===== src/hw/rtl/mavg_div.sv =====
`default_nettype none
module mavg_div #(
   parameter int unsigned NW = 51,
   parameter int unsigned DW = 18
) (
   input  wire logic                 clock,
   input  wire logic                 reset,
   input  wire logic                 start,
   input  wire logic signed [NW-1:0] dividend,
   input  wire logic [DW-1:0]        divisor,
   output logic                      done,
   output logic signed [NW-1:0]      quotient
);
   localparam int unsigned CW = $clog2(NW + 1);

   logic          busy_ff, busy_in;
   logic          done_ff, done_in;
   logic [CW-1:0] cnt_ff, cnt_in;
   logic [DW-1:0] rem_ff, rem_in;
   logic [NW-1:0] q_ff, q_in;
   logic          neg_ff, neg_in;

   logic [DW:0]   trial;
   logic          fits;

   // one restoring step per cycle on magnitudes
   always_comb begin
      trial   = {rem_ff, q_ff[NW-1]};
      fits    = trial >= {1'b0, divisor};
      busy_in = busy_ff;
      done_in = 1'b0;
      cnt_in  = cnt_ff;
      rem_in  = rem_ff;
      q_in    = q_ff;
      neg_in  = neg_ff;
      if (start) begin
         busy_in = 1'b1;
         cnt_in  = CW'(NW);
         rem_in  = '0;
         neg_in  = dividend[NW-1];
         q_in    = dividend[NW-1] ? NW'(-dividend) : NW'(dividend);
      end else if (busy_ff) begin
         if (fits) begin
            rem_in = DW'(trial - {1'b0, divisor});
         end else begin
            rem_in = trial[DW-1:0];
         end
         q_in   = {q_ff[NW-2:0], fits};
         cnt_in = cnt_ff - 1'b1;
         if (cnt_ff == CW'(1)) begin
            busy_in = 1'b0;
            done_in = 1'b1;
         end
      end
   end

   always_ff @(posedge clock) begin
      if (reset) begin
         busy_ff <= 1'b0;
         done_ff <= 1'b0;
         cnt_ff  <= '0;
      end else begin
         busy_ff <= busy_in;
         done_ff <= done_in;
         cnt_ff  <= cnt_in;
      end
      rem_ff <= rem_in;
      q_ff   <= q_in;
      neg_ff <= neg_in;
   end

   // truncation toward zero: sign of the dividend on the magnitude
   assign done     = done_ff;
   assign quotient = neg_ff ? -$signed(q_ff) : $signed(q_ff);
endmodule
`default_nettype wire


===== config.mk =====
export PLATFORM = sky130hd
export DESIGN_NAME = mavg_div
export DESIGN_NICKNAME = d
export VERILOG_FILES = /design/src/hw/rtl/mavg_div.sv
export SDC_FILE = /design/constraint.sdc
export NUM_CORES = 1
export LEC_CHECK = 0
export CORE_MARGIN = 4
export CORE_UTILIZATION = 65
export DETAILED_ROUTE_END_ITERATION = 10
export DONT_BUFFER_PORTS = 1
export HOLD_SLACK_MARGIN = 0.15
export PLACE_DENSITY = 0.81
export RECOVER_POWER = 25
export SLEW_MARGIN = 20
export SYNTH_ARGS = -nofsm -noshare
export SYNTH_HDL_FRONTEND = slang
export SYNTH_SLANG_ARGS = --single-unit

===== constraint.sdc =====
create_clock -name clock -period 4.4 [get_ports clock]
set_input_delay 0.22 -clock clock [delete_from_list [all_inputs] [get_ports clock]]
set_output_delay 0.22 -clock clock [all_outputs]
set_load 0.02 [all_outputs]

# After elaboration in Yosys (flattened, before gate mapping)
# Index checks and enable logic that the tools add are counted.
# Widths: inputs -> output; s select.
word_totals:
  mem_bits_ro: 0
  register_bits: 78
  latchBits: 0
  in_bits: 72
  mem_count: 0
  wordCells: 28
  mem_bits_rw: 0
  out_inout_bits: 52
op_classes:
  n_lt_le_gt_ge: 1
  n_reduce_logical: 3
  div: 0
  n_bitwise: 1
  n_eq_ne: 1
  mux: 11
  shifts: 0
  add_sub_neg: 4
  multipliers: 0
op_table:
  columns: ["cell", "n"]
  rows:
  - ["$mux 51", 4]
  - ["$neg 51->51", 2]
  - ["$ge 19x18->1", 1]
  - ["$mux 18", 1]
  - ["$sub 18x18->18", 1]
  - ["$mux 6", 2]
  - ["$eq 6x1->1 const B", 1]
  - ["$sub 6x1->6 const B", 1]
  - ["$mux 1", 4]
  - ["$reduce_or 3->1", 1]
  - ["$reduce_bool 2->1", 1]
  - ["$reduce_or 2->1", 1]
  - ["$not 1->1", 1]

# Longest topological paths before layout
# Gate-level depths: netlist of run 1.
depth:
  ltp_word: 4
  depth_mapped: 11
  depth_no_buf: 11

# Worst setup path before layout of run 1
# OpenSTA, ideal clock, no wires.
synth_timing:
  path_type: "reg2out"
  from: "register q_ff[16]"
  to: "output quotient[43]"
  required_ns: 4.180
  setup_slack_ns: 1.620
  path_buffers: 1
  arrival_ns: 2.560
  stages_incl_launch_ff: 9
  path_cell_list: "edfxtp_1 or4_1 and4bb_1 nand4_1 or4_1 buf_2 nand2b_4 o31ai_4 xnor2_1"
synth_via:
  elab_chain_len: 2
synth_rtl:
  columns: ["element", "line_no", "rtl"]
  rows:
  - ["from (decl)", "20", "logic [NW-1:0] q_ff, q_in;"]
  - ["from (signal assigned)", "68", "q_ff <= q_in;"]
  - ["$neg 51->51", "74", "assign quotient = neg_ff ? -$signed(q_ff) : $signed(q_ff);"]
  - ["$mux 51", "74", null]
  - ["to (decl)", "12", "output logic signed [NW-1:0] quotient"]
# No other way between the ends.

# Final worst setup path of run 1
# Ends and elaborated chain as after synthesis.

==> results of run 1 <==
## state kept, by name, summed over array words and instances, names as in the netlist
register and flops:
cnt_ff 6, q_ff 51, neg_ff 1, busy_ff 1
rem_ff 18, done 1
## area by class of cell
type,instances,share of cell area
clock buffer,14,0.0247
clock inverter,2,0.00554
inverter,35,0.0190
multi-input combinational,629,0.583
sequential,78,0.298
tap,133,0.0238
timing repair buffer,35,0.0469
## logic make-up (layout without fill, tap and decap cells)
| logic type | Yosys count | after routing | share of synthesized area |
|---|---|---|---|
| buffers and inverters | 74 | 86 | 0.0439 |
| AOI/OAI and AO/OA | 220 | 220 | 0.218 |
| adders and majority gates | 23 | 23 | 0.0459 |
| xor gates and xnor gates | 113 | 113 | 0.154 |
| muxes | 6 | 6 | 0.00971 |
| and+or+nand+nor | 267 | 267 | 0.205 |
| DFF | 78 | 78 | 0.323 |
## worst reg2reg max path: cells and delay by family, from the launching register on
family	cells	cell delay [ps]
AO/OA/AOI/OAI	7	1750
adder cells (fa/ha/maj)	2	570
flip-flops	1	430
buffers and inverters	2	150
## metal layers
| layer | vias to the layer above | part of all wire | track usage |
|---|---|---|---|
| li1 | 2854 | - | - |
| met5 | - | 0 | 0 |
| met1 | 2854 | 0.40 | 0.396 |
| met2 | 359 | 0.47 | 0.500 |
| met4 | 0 | 0.042 | 0.141 |
| met3 | 82 | 0.092 | 0.0666 |
## stage by stage
step | total power, mW | hold WS [ps] | area [sq um]
2_1_floorplan | 1.48 | 319 | 6440
3_3_place_gp | 1.55 | 294 | 6480
3_5_place_dp | 1.57 | 296 | 6480
4_1_cts | 2.19 | 150 | 7020
5_1_grt | 2.31 | 158 | 7000
6_report | 2.21 | 159 | 7000
## worst paths after layout
| kind | start | end | slack (ps) | cells past startpoint |
|---|---|---|---|---|
| worst min register to register | rem_ff[15] | rem_ff[15] | 500 | 2 |
| worst max register to register | q_ff[50] | rem_ff[14] | 1380 | 11 |
| worst max-delay path | q_ff[16] | quotient[43] | 760 | 7 |
| worst min-delay path | dividend[7] | q_ff[7] | 160 | 2 |
## power by group through the flow
| stage | clock, mW | combinational, mW | sequential, mW |
|---|---|---|---|
| 3_5_place_dp | 0 | 0.592 | 0.979 |
| 6_report | 0.589 | 0.652 | 0.968 |
| 3_3_place_gp | 0 | 0.576 | 0.972 |
| 2_1_floorplan | 0 | 0.529 | 0.951 |
| 4_1_cts | 0.589 | 0.642 | 0.963 |
| 5_1_grt | 0.620 | 0.711 | 0.976 |
## layout by cell type (no fill, tap or decap), types with 26 or more instances in the layout
cell type / instances
nor2_1: 82
a21oi_1: 63
xnor2_1: 61
o21ai_0: 60
nand2_1: 58
xor2_1: 52
edfxtp_1: 52
inv_1: 34
dlygate4sd3_1: 30
nand3_1: 29
o31ai_1: 28
dfxtp_1: 26
## repair_timing
item | CTS | global route
setup buffers | 0 | 0
endpoints found under the setup margin | 0 | 0
hold buffers | 31 | 0
hold endpoints to repair | 75 | 0
==> qor.yml, run 1 <==
synthesis:
  async_flop_share: 0
  syn_nets: 876
  ys_ff_latch: 78
  yosysSeqAreaShare: 0.323
  yosysWarningCount: 0
  yosys.area.top_type: "edfxtp_1"
  synthCells: 781
  synth.top_cell.area_share: 0.242
  synth_edf_count: 52
  synth.most_common_cell: "nor2_1"
  syn_avg_cell_area_sq_um: 8.25
  ys_types: 57
  syn_area_sq_mm: 0.00644
  synth_common_cells: "nor2_1, a21oi_1, xnor2_1"
  ys.flop_type: "edfxtp_1"
  synth_area_leaders: "edfxtp_1, xnor2_1, dfxtp_1, xor2_1, a21oi_1"
routing:
  drc: 0
  drt_iter0_markers: 761
  finalWirelength_um: 18100
  dr.pass1.iters: 6
  wire_per_inst_um: 19.5
  num_vias: 6149
  viasPerCell: 6.64
  postRouteAntennaNets: 0
grt:
  grt_pass1_vias: 5876
  grt_usage: 0.309
  grt_pass1_wl_um: 28700
  antenna_found_initial: 0
  grt_start_max_net_pins: 119
  grt.overflow.total: 0
die:
  chipWidth_um: 108
  fp.dieArea_sq_mm: 0.0116
  ios: 124
  coreArea_sq_mm: 0.00973
  initial_utilization: 0.662
  die_h_um: 108
  std_cell_rows: 36
critical_path:
  critPathBufInv: 0
  critPathMaxFanout: 7
  crit_family: "simple AND/OR/NAND/NOR gates"
  slowest_delay_ps: 640
  critPathArrivalTime_ps: 3420
  path_cells: "or4_1 > and4bb_1 > nand4_1 > or4_1 > nand2b_4 > o31ai_4 > xnor2_1"
  worstPathRequired_ps: 4180
  critPathMostFrequentCell: "or4_1"
  critPathSlowestCell: "or4_1"
  worst_setup_path_end_kind: "primary output"
  cp-start-kind: "register"
  crit_type: "reg2out"
finish:
  layout.nets: 883
  syn_to_final_growth_pct: 8.63
  multiInputGateArea_sq_mm: 0.00408
  final_util: 0.719
  final_cells: 926
  seq_area_sq_mm: 0.00208
  drive_gt1_frac: 0.0416
  antenna_cells: 0
  fill_cells: 767
timing:
  finalCritPeriodShare: 0.827
  max-slew-margin-rel: -0.510
  worst_slack_ps: 761
  drv_slew: 171
  rsz0062_at_grt: "no"
  setup_viol: 0
  hold_violations: 0
  period_minus_slack_ps: 3640
  tightest_slew_ps: 2260
  clock_skew_ps: 12.0
  timing.setup.tns_ps: 0
  clock.fmax_mhz: 275
power:
  leakagePower_nw: 2.53
  internal_power_mw: 1.42
  p_sw_uw: 786
  clock_power_share: 0.267
  p_sw_frac: 0.356
  combinationalPowerShare: 0.295
  power_frac_seq: 0.438
  ir_drop_v: 0.000181
  power_density_mw_per_mm2: 316
placement:
  dp_hpwl_um: 12100
  placedCellCount: 879
  place_ws_ps: 1210
  place.gp.congestion: 0.931
  io_buffers: 0
cts:
  cts-root-buf: "clkbuf_8"
  clk_path_buf_depth: 2
  cts_sinks: 78
  cts_tree: "yes"
  cts-htree-levels: 3
  numCtsBuffers: 9
  ctsResizeCount: 0
  clk_pin_slew_ps: 90
  insertion_delay_ps: 360
outcome:
  violations: "max-capacitance violations, max-slew violations"
  status: "finished, violations left"
flow_run:
  drv_cap: 2
worst_hold_path:
  hp-class: "in2reg"
(Power assumes the default switching activity.)
==> run 2, diff against run 1 <==
--- a/config.mk
+++ b/config.mk
@@ -6,11 +6,11 @@
 export NUM_CORES = 1
 export LEC_CHECK = 0
 export CORE_MARGIN = 4
-export CORE_UTILIZATION = 65
+export CORE_UTILIZATION = 59
 export DETAILED_ROUTE_END_ITERATION = 10
 export DONT_BUFFER_PORTS = 1
 export HOLD_SLACK_MARGIN = 0.15
-export PLACE_DENSITY = 0.81
+export PLACE_DENSITY = 0.78
 export RECOVER_POWER = 25
 export SLEW_MARGIN = 20
 export SYNTH_ARGS = -nofsm -noshare
==> constraint.sdc (replaced) <==
create_clock -name clock -period 3.15 [get_ports clock]
set_input_delay 0.1575 -clock clock [delete_from_list [all_inputs] [get_ports clock]]
set_output_delay 0.1575 -clock clock [all_outputs]
set_load 0.02 [all_outputs]
==> run 2 against run 1 <==
Critical path type unchanged. Register-to-register slack lost 1200 ps. Via count rose by 5.1%. Global-route usage shrank 1.2 points. Total power up 45%. The flow finishes with violations (max-capacitance violations, max-slew violations, negative setup slack). Sequential power is 39% higher. Hold slack gained 9.2 ps. Non-clock buffer count grew 54. Utilization grew 0.77 points.
==> qor.yml, run 2 (synthesis results as in run 1) <==
finish:
  final_common_cell: "nor2_1"
  fin_area_sq_mm: 0.00760  # +8.7%
  final_cells: 983  # +6.2%
  drive_gt1_frac: 0.102  # +0.0599
  antenna_cells: 0  # unchanged
  syn_to_final_growth_pct: 18.1
  largest_reg_flops: 51  # unchanged
  regMostFlops: "q_ff"
  layout.nets: 937  # +6.1%
  reg_top3: "q_ff x51, rem_ff x18, cnt_ff x6"
  layout_common_cells: "nor2_1, a21oi_1, o21ai_0"
critical_path:
  setup.worst_path.start: "q_ff[17]"
  critPathSlowestCell: "or4_4"
  crit_family: "simple AND/OR/NAND/NOR gates"
  rr_startpoint: "busy_ff"
  critPathBufInv: 0  # unchanged
  cp.depth: 7  # unchanged
  critPathMostFrequentCell: "or4_4"
  slowest_delay_ps: 600  # -40 ps
  cp-start-kind: "register"
  worstReg2RegEnd: "q_ff[15]"
  rr_worst_depth: 4  # -7
  r2r_setup_slack_ps: 210  # -1170 ps
  critPathMaxFanout: 7  # unchanged
  critical_path.endpoint: "quotient[43]"
  crit_type: "reg2out"
  critPathArrivalTime_ps: 3060  # -360 ps
  path_cells: "or4_4 > and4bb_1 > nand4_1 > or4_4 > nand2b_4 > o31ai_4 > xnor2_2"
  worstPathRequired_ps: 2990  # -1190 ps
  worst_setup_path_end_kind: "primary output"
worst_hold_path:
  hold_depth: 2  # unchanged
  hp-class: "in2reg"
cts:
  clk_path_buf_depth: 2  # unchanged
  numCtsBuffers: 9  # unchanged
  insertion_delay_ps: 360  # about the same
  clk_pin_slew_ps: 90  # about the same
  cts-htree-levels: 3  # unchanged
  cts_tree: "yes"
  cts-root-buf: "clkbuf_8"
  cts_sinks: 78  # unchanged
outcome:
  status: "finished, violations left"
  violations: "max-capacitance violations, max-slew violations, negative setup slack"
die:
  fp.dieArea_sq_mm: 0.0127  # +9.4%
  std_cell_rows: 37  # +2.8%
  chipWidth_um: 112  # +4.6%
  ios: 124  # unchanged
  coreArea_sq_mm: 0.0105  # +7.5%
  die_h_um: 112  # +4.6%
  initial_utilization: 0.616  # -0.0464
routing:
  postRouteAntennaNets: 0  # unchanged
  finalWirelength_um: 19700  # +9.0%
  num_vias: 6465  # +5.1%
  dr.pass1.iters: 7  # +1
  wire_per_inst_um: 20.0  # +2.7%
  drt_iter0_markers: 662  # -13%
  viasPerCell: 6.58  # -0.96%
  drc: 0  # unchanged
timing:
  drv_slew: 37  # -78%
  period_minus_slack_ps: 3220
  clock.fmax_mhz: 310
  worst_slack_ps: -71.3  # -832 ps
  max-slew-margin-rel: -0.0267  # +0.483
  finalCritPeriodShare: 1.02
  rsz0062_at_grt: "yes"
  clock_skew_ps: 11.2  # -0.740 ps
  timing.hold.ws_ps: 168  # +9.18 ps
  setup_viol: 4  # +4
  hold_violations: 0  # unchanged
  tightest_slew_ps: 1540  # -725 ps
grt:
  grt_pass1_vias: 6212  # +5.7%
  grt_usage: 0.297  # -0.0125
  antenna_found_initial: 0  # unchanged
  grt_start_max_net_pins: 122  # +2.5%
  grt.overflow.total: 0  # unchanged
  grt_pass1_wl_um: 30800  # +7.4%
flow_run:
  drv_cap: 1  # -1
power:
  leakagePower_nw: 2.86  # +13%
  ir_drop_v: 0.000326  # +80%
  power_density_mw_per_mm2: 422  # +34%
placement:
  io_buffers: 0  # unchanged
  placedCellCount: 900  # +2.4%
  place.gp.congestion: 0.939  # +0.87%
  dp_hpwl_um: 12600  # +4.2%
  place_area_sq_mm: 0.00662  # +2.1%
  place_ws_ps: 176  # -1040 ps
[run 2: what timing repair did]
action                                  in CTS  in global routing
hold buffers                                52                  0
buffers inserted                             3                 12
endpoints found under the hold margin       77                  0
gates cloned                                 0                  0
pin swaps                                    1                  6
endpoints found under the setup margin       9                 17
resized for setup                           11                  9
[run 2: cell type report]
cell class | instances | area [sq um]
Tap cell | 136 | 170
Inverter | 35 | 131
Sequential cell | 78 | 2080
Clock inverter | 4 | 22.5
Multi-Input combinational cell | 629 | 4190
Clock buffer | 12 | 199
Timing Repair Buffer | 89 | 808
Fill cell | 784 | 2860
[run 2: worst register-to-register path, delay by kind of cell (launching register included)]
kind          cells  cell delay (ps)
flops             1              310
simple gates      1              340
buf+inv           3             1970
[run 2: power by group]
| part | leakage, nW | internal [mW] | total [mW] | switching (mW) |
|---|---|---|---|---|
| Combinational | 2.02 | 0.405 | 1.04 | 0.633 |
| Clock | 0.114 | 0.427 | 0.826 | 0.399 |
| Sequential | 0.725 | 1.22 | 1.35 | 0.127 |
[run 2: worst min path at each step]
stage / from / endpoint / slack [ps]
after floorplan: dividend[50] / neg_ff / 260
after global placement: reset / cnt_ff[0] / 230
after detailed placement: reset / cnt_ff[1] / 230
after CTS: dividend[39] / q_ff[39] / 150
after global routing: dividend[50] / q_ff[27] / 160
final: dividend[30] / q_ff[30] / 170
[run 2: through the flow]
stage	power, mW	TNS, ps	utilization
finish	3.21	-76.5	0.727
global route	3.36	-2350	0.727
CTS	3.15	-50.5	0.715
detailed placement	2.23	0	0.633
global placement	2.20	0	0.633
floorplan	2.07	0	-
[run 2: layer usage]
metal	GRT usage	vias to the layer above	routed length, um
met4	0.107	0	510
met2	0.490	421	9390
met3	0.0765	62	2060
met5	0	-	0
met1	0.375	3012	7720
li1	-	2970	-
==> run 3, diff against run 2 <==
--- a/config.mk
+++ b/config.mk
@@ -9,6 +9,7 @@
 export CORE_UTILIZATION = 59
 export DETAILED_ROUTE_END_ITERATION = 10
 export DONT_BUFFER_PORTS = 1
+export GPL_TIMING_DRIVEN = 0
 export HOLD_SLACK_MARGIN = 0.15
 export PLACE_DENSITY = 0.78
 export RECOVER_POWER = 25
==> run 3 against run 2 <==
The flow finishes with violations (negative setup slack). Cell area increased by 1.7%. Combinational power about the same. Global-route usage increased by 2.0 points. Via count increased by 2.2%. Clock skew increased by 2.0 ps. Flip-flop and latch count unchanged. Non-clock buffer count increased by 19. Sequential share of layout area decreased by 0.45 points. Critical path depth unchanged. Register-to-register slack improved by 40 ps. Setup slack got worse by 160 ps. Critical path type unchanged. Highest routed layer unchanged.
==> qor.yml, run 3 (synthesis results as in run 1) <==
critical_path:
  worst_setup_path_end_kind: "primary output"
  critPathArrivalTime_ps: 3230  # +170 ps
  crit_type: "reg2out"
  cp-start-kind: "register"
  worstPathRequired_ps: 2990  # about the same
  setup.worst_path.start: "q_ff[17]"
  rr_startpoint: "q_ff[50]"
  critPathMaxFanout: 7  # unchanged
placement:
  dp_hpwl_um: 14400  # +15%
  placedCellCount: 918  # +2.0%
  place.gp.congestion: 0.923  # -1.7%
  place_area_sq_mm: 0.00663  # about the same
  place_ws_ps: -3.43  # -180 ps
  io_buffers: 0  # unchanged
finish:
  final_cells: 1002  # +1.9%
  syn_to_final_growth_pct: 20.1
  layout_common_cells: "nor2_1, a21oi_1, o21ai_0"
  fill_cells: 791  # +0.89%
  regMostFlops: "q_ff"
  final_util: 0.739  # +0.0122
  layout.nets: 956  # +2.0%
  largest_reg_flops: 51  # unchanged
  reg_top3: "q_ff x51, rem_ff x18, cnt_ff x6"
  antenna_cells: 0  # unchanged
  final_common_cell: "nor2_1"
  drive_gt1_frac: 0.0935  # -0.00800
  fin_area_sq_mm: 0.00773  # +1.7%
timing:
  worst_slack_ps: -235  # -163 ps
  rsz0062_at_grt: "yes"
  setup_viol: 9  # +5
  max-slew-margin-rel: 0.284  # +0.311
  drv_slew: 0  # -100%
  timing.setup.tns_ps: -1490  # -1410 ps
  tightest_slew_ps: 1070  # -468 ps
  hold_violations: 0  # unchanged
  finalCritPeriodShare: 1.07  # +0.0518
  clock.fmax_mhz: 295  # -4.8%
  clock_skew_ps: 13.3  # +2.04 ps
  timing.hold.ws_ps: 162  # -6.26 ps
  period_minus_slack_ps: 3380  # +163 ps
routing:
  wire_per_inst_um: 21.4  # +7.0%
  postRouteAntennaNets: 0  # unchanged
  drt_iter0_markers: 708  # +6.9%
  dr.pass1.iters: 5  # -2
  num_vias: 6604  # +2.2%
  drc: 0  # unchanged
  viasPerCell: 6.59  # +0.21%
  finalWirelength_um: 21500  # +9.1%
cts:
  clk_path_buf_depth: 2  # unchanged
  cts-htree-levels: 3  # unchanged
  cts-root-buf: "clkbuf_8"
  numCtsBuffers: 9  # unchanged
  insertion_delay_ps: 360  # about the same
  cts_tree: "yes"
  clk_pin_slew_ps: 90  # about the same
  cts_sinks: 78  # unchanged
power:
  ir_drop_v: 0.000239  # -27%
  power_mw: 3.27  # +1.7%
  power_density_mw_per_mm2: 422  # about the same
  leakagePower_nw: 2.84  # -0.71%
die:
  coreArea_sq_mm: 0.0105  # unchanged
  fp.dieArea_sq_mm: 0.0127  # unchanged
  std_cell_rows: 37  # unchanged
  die_h_um: 112  # unchanged
  chipWidth_um: 112  # unchanged
  initial_utilization: 0.616  # unchanged
  ios: 124  # unchanged
grt:
  grt_pass1_vias: 6422  # +3.4%
  grt.overflow.total: 0  # unchanged
  grt_start_max_net_pins: 29  # -76%
  grt_pass1_wl_um: 32600  # +5.6%
  grt_usage: 0.316  # +0.0196
  antenna_found_initial: 0  # unchanged
outcome:
  violations: "negative setup slack"
  status: "finished, violations left"
worst_hold_path:
  hp-class: "in2reg"
  worstHoldStart: "dividend[39]"
flow_run:
  drv_cap: 0  # -1
[run 3: power by group]
group          internal (mW)  total [mW]  switching [mW]
combinational          0.395        1.07           0.670
clock                  0.441       0.847           0.406
sequential              1.22        1.35           0.133
[run 3: layout make-up]
type	count	area, sq um	share of cell area
plain buffers	38	143	0.0184
clock buffers	9	124	0.0160
flip-flops and latches	78	2080	0.269
multi-input cells	629	4320	0.559
inverters	35	131	0.0170
well taps	136	170	0.0220
clock inverters	7	88.8	0.0115
repair buffers	70	669	0.0866
[run 3: critical path, cell delays in order, from the launching register on]
cell and delay (ps):
edfxtp_1 440, or4_4 590, and4bb_2 370, nand4_1 240, or4_4 590, nand2b_4 200
o31ai_4 220, xnor2_2 200
[run 3: path summary, 6_finish.rpt]
| kind | to | slack, ps | cells after the start |
|---|---|---|---|
| max | quotient[43] | -230 | 7 |
| min | q_ff[39] | 160 | 3 |
| max reg2reg | rem_ff[14] | 250 | 11 |
| min reg2reg | rem_ff[15] | 520 | 2 |
[run 3: per-layer routing]
layer	vias up	wire length, um	GRT usage
met5	-	0	0
met4	0	619	0.131
met3	71	2140	0.0830
met2	408	10300	0.508
met1	3124	8410	0.405
li1	3001	-	-
[run 3: timing repair]
item	in CTS	in global routing
setup endpoints to repair	19	31
endpoints found under the hold margin	55	0
setup buffers	11	7
resized for setup	21	23
pin swaps	3	10
hold buffers	51	0
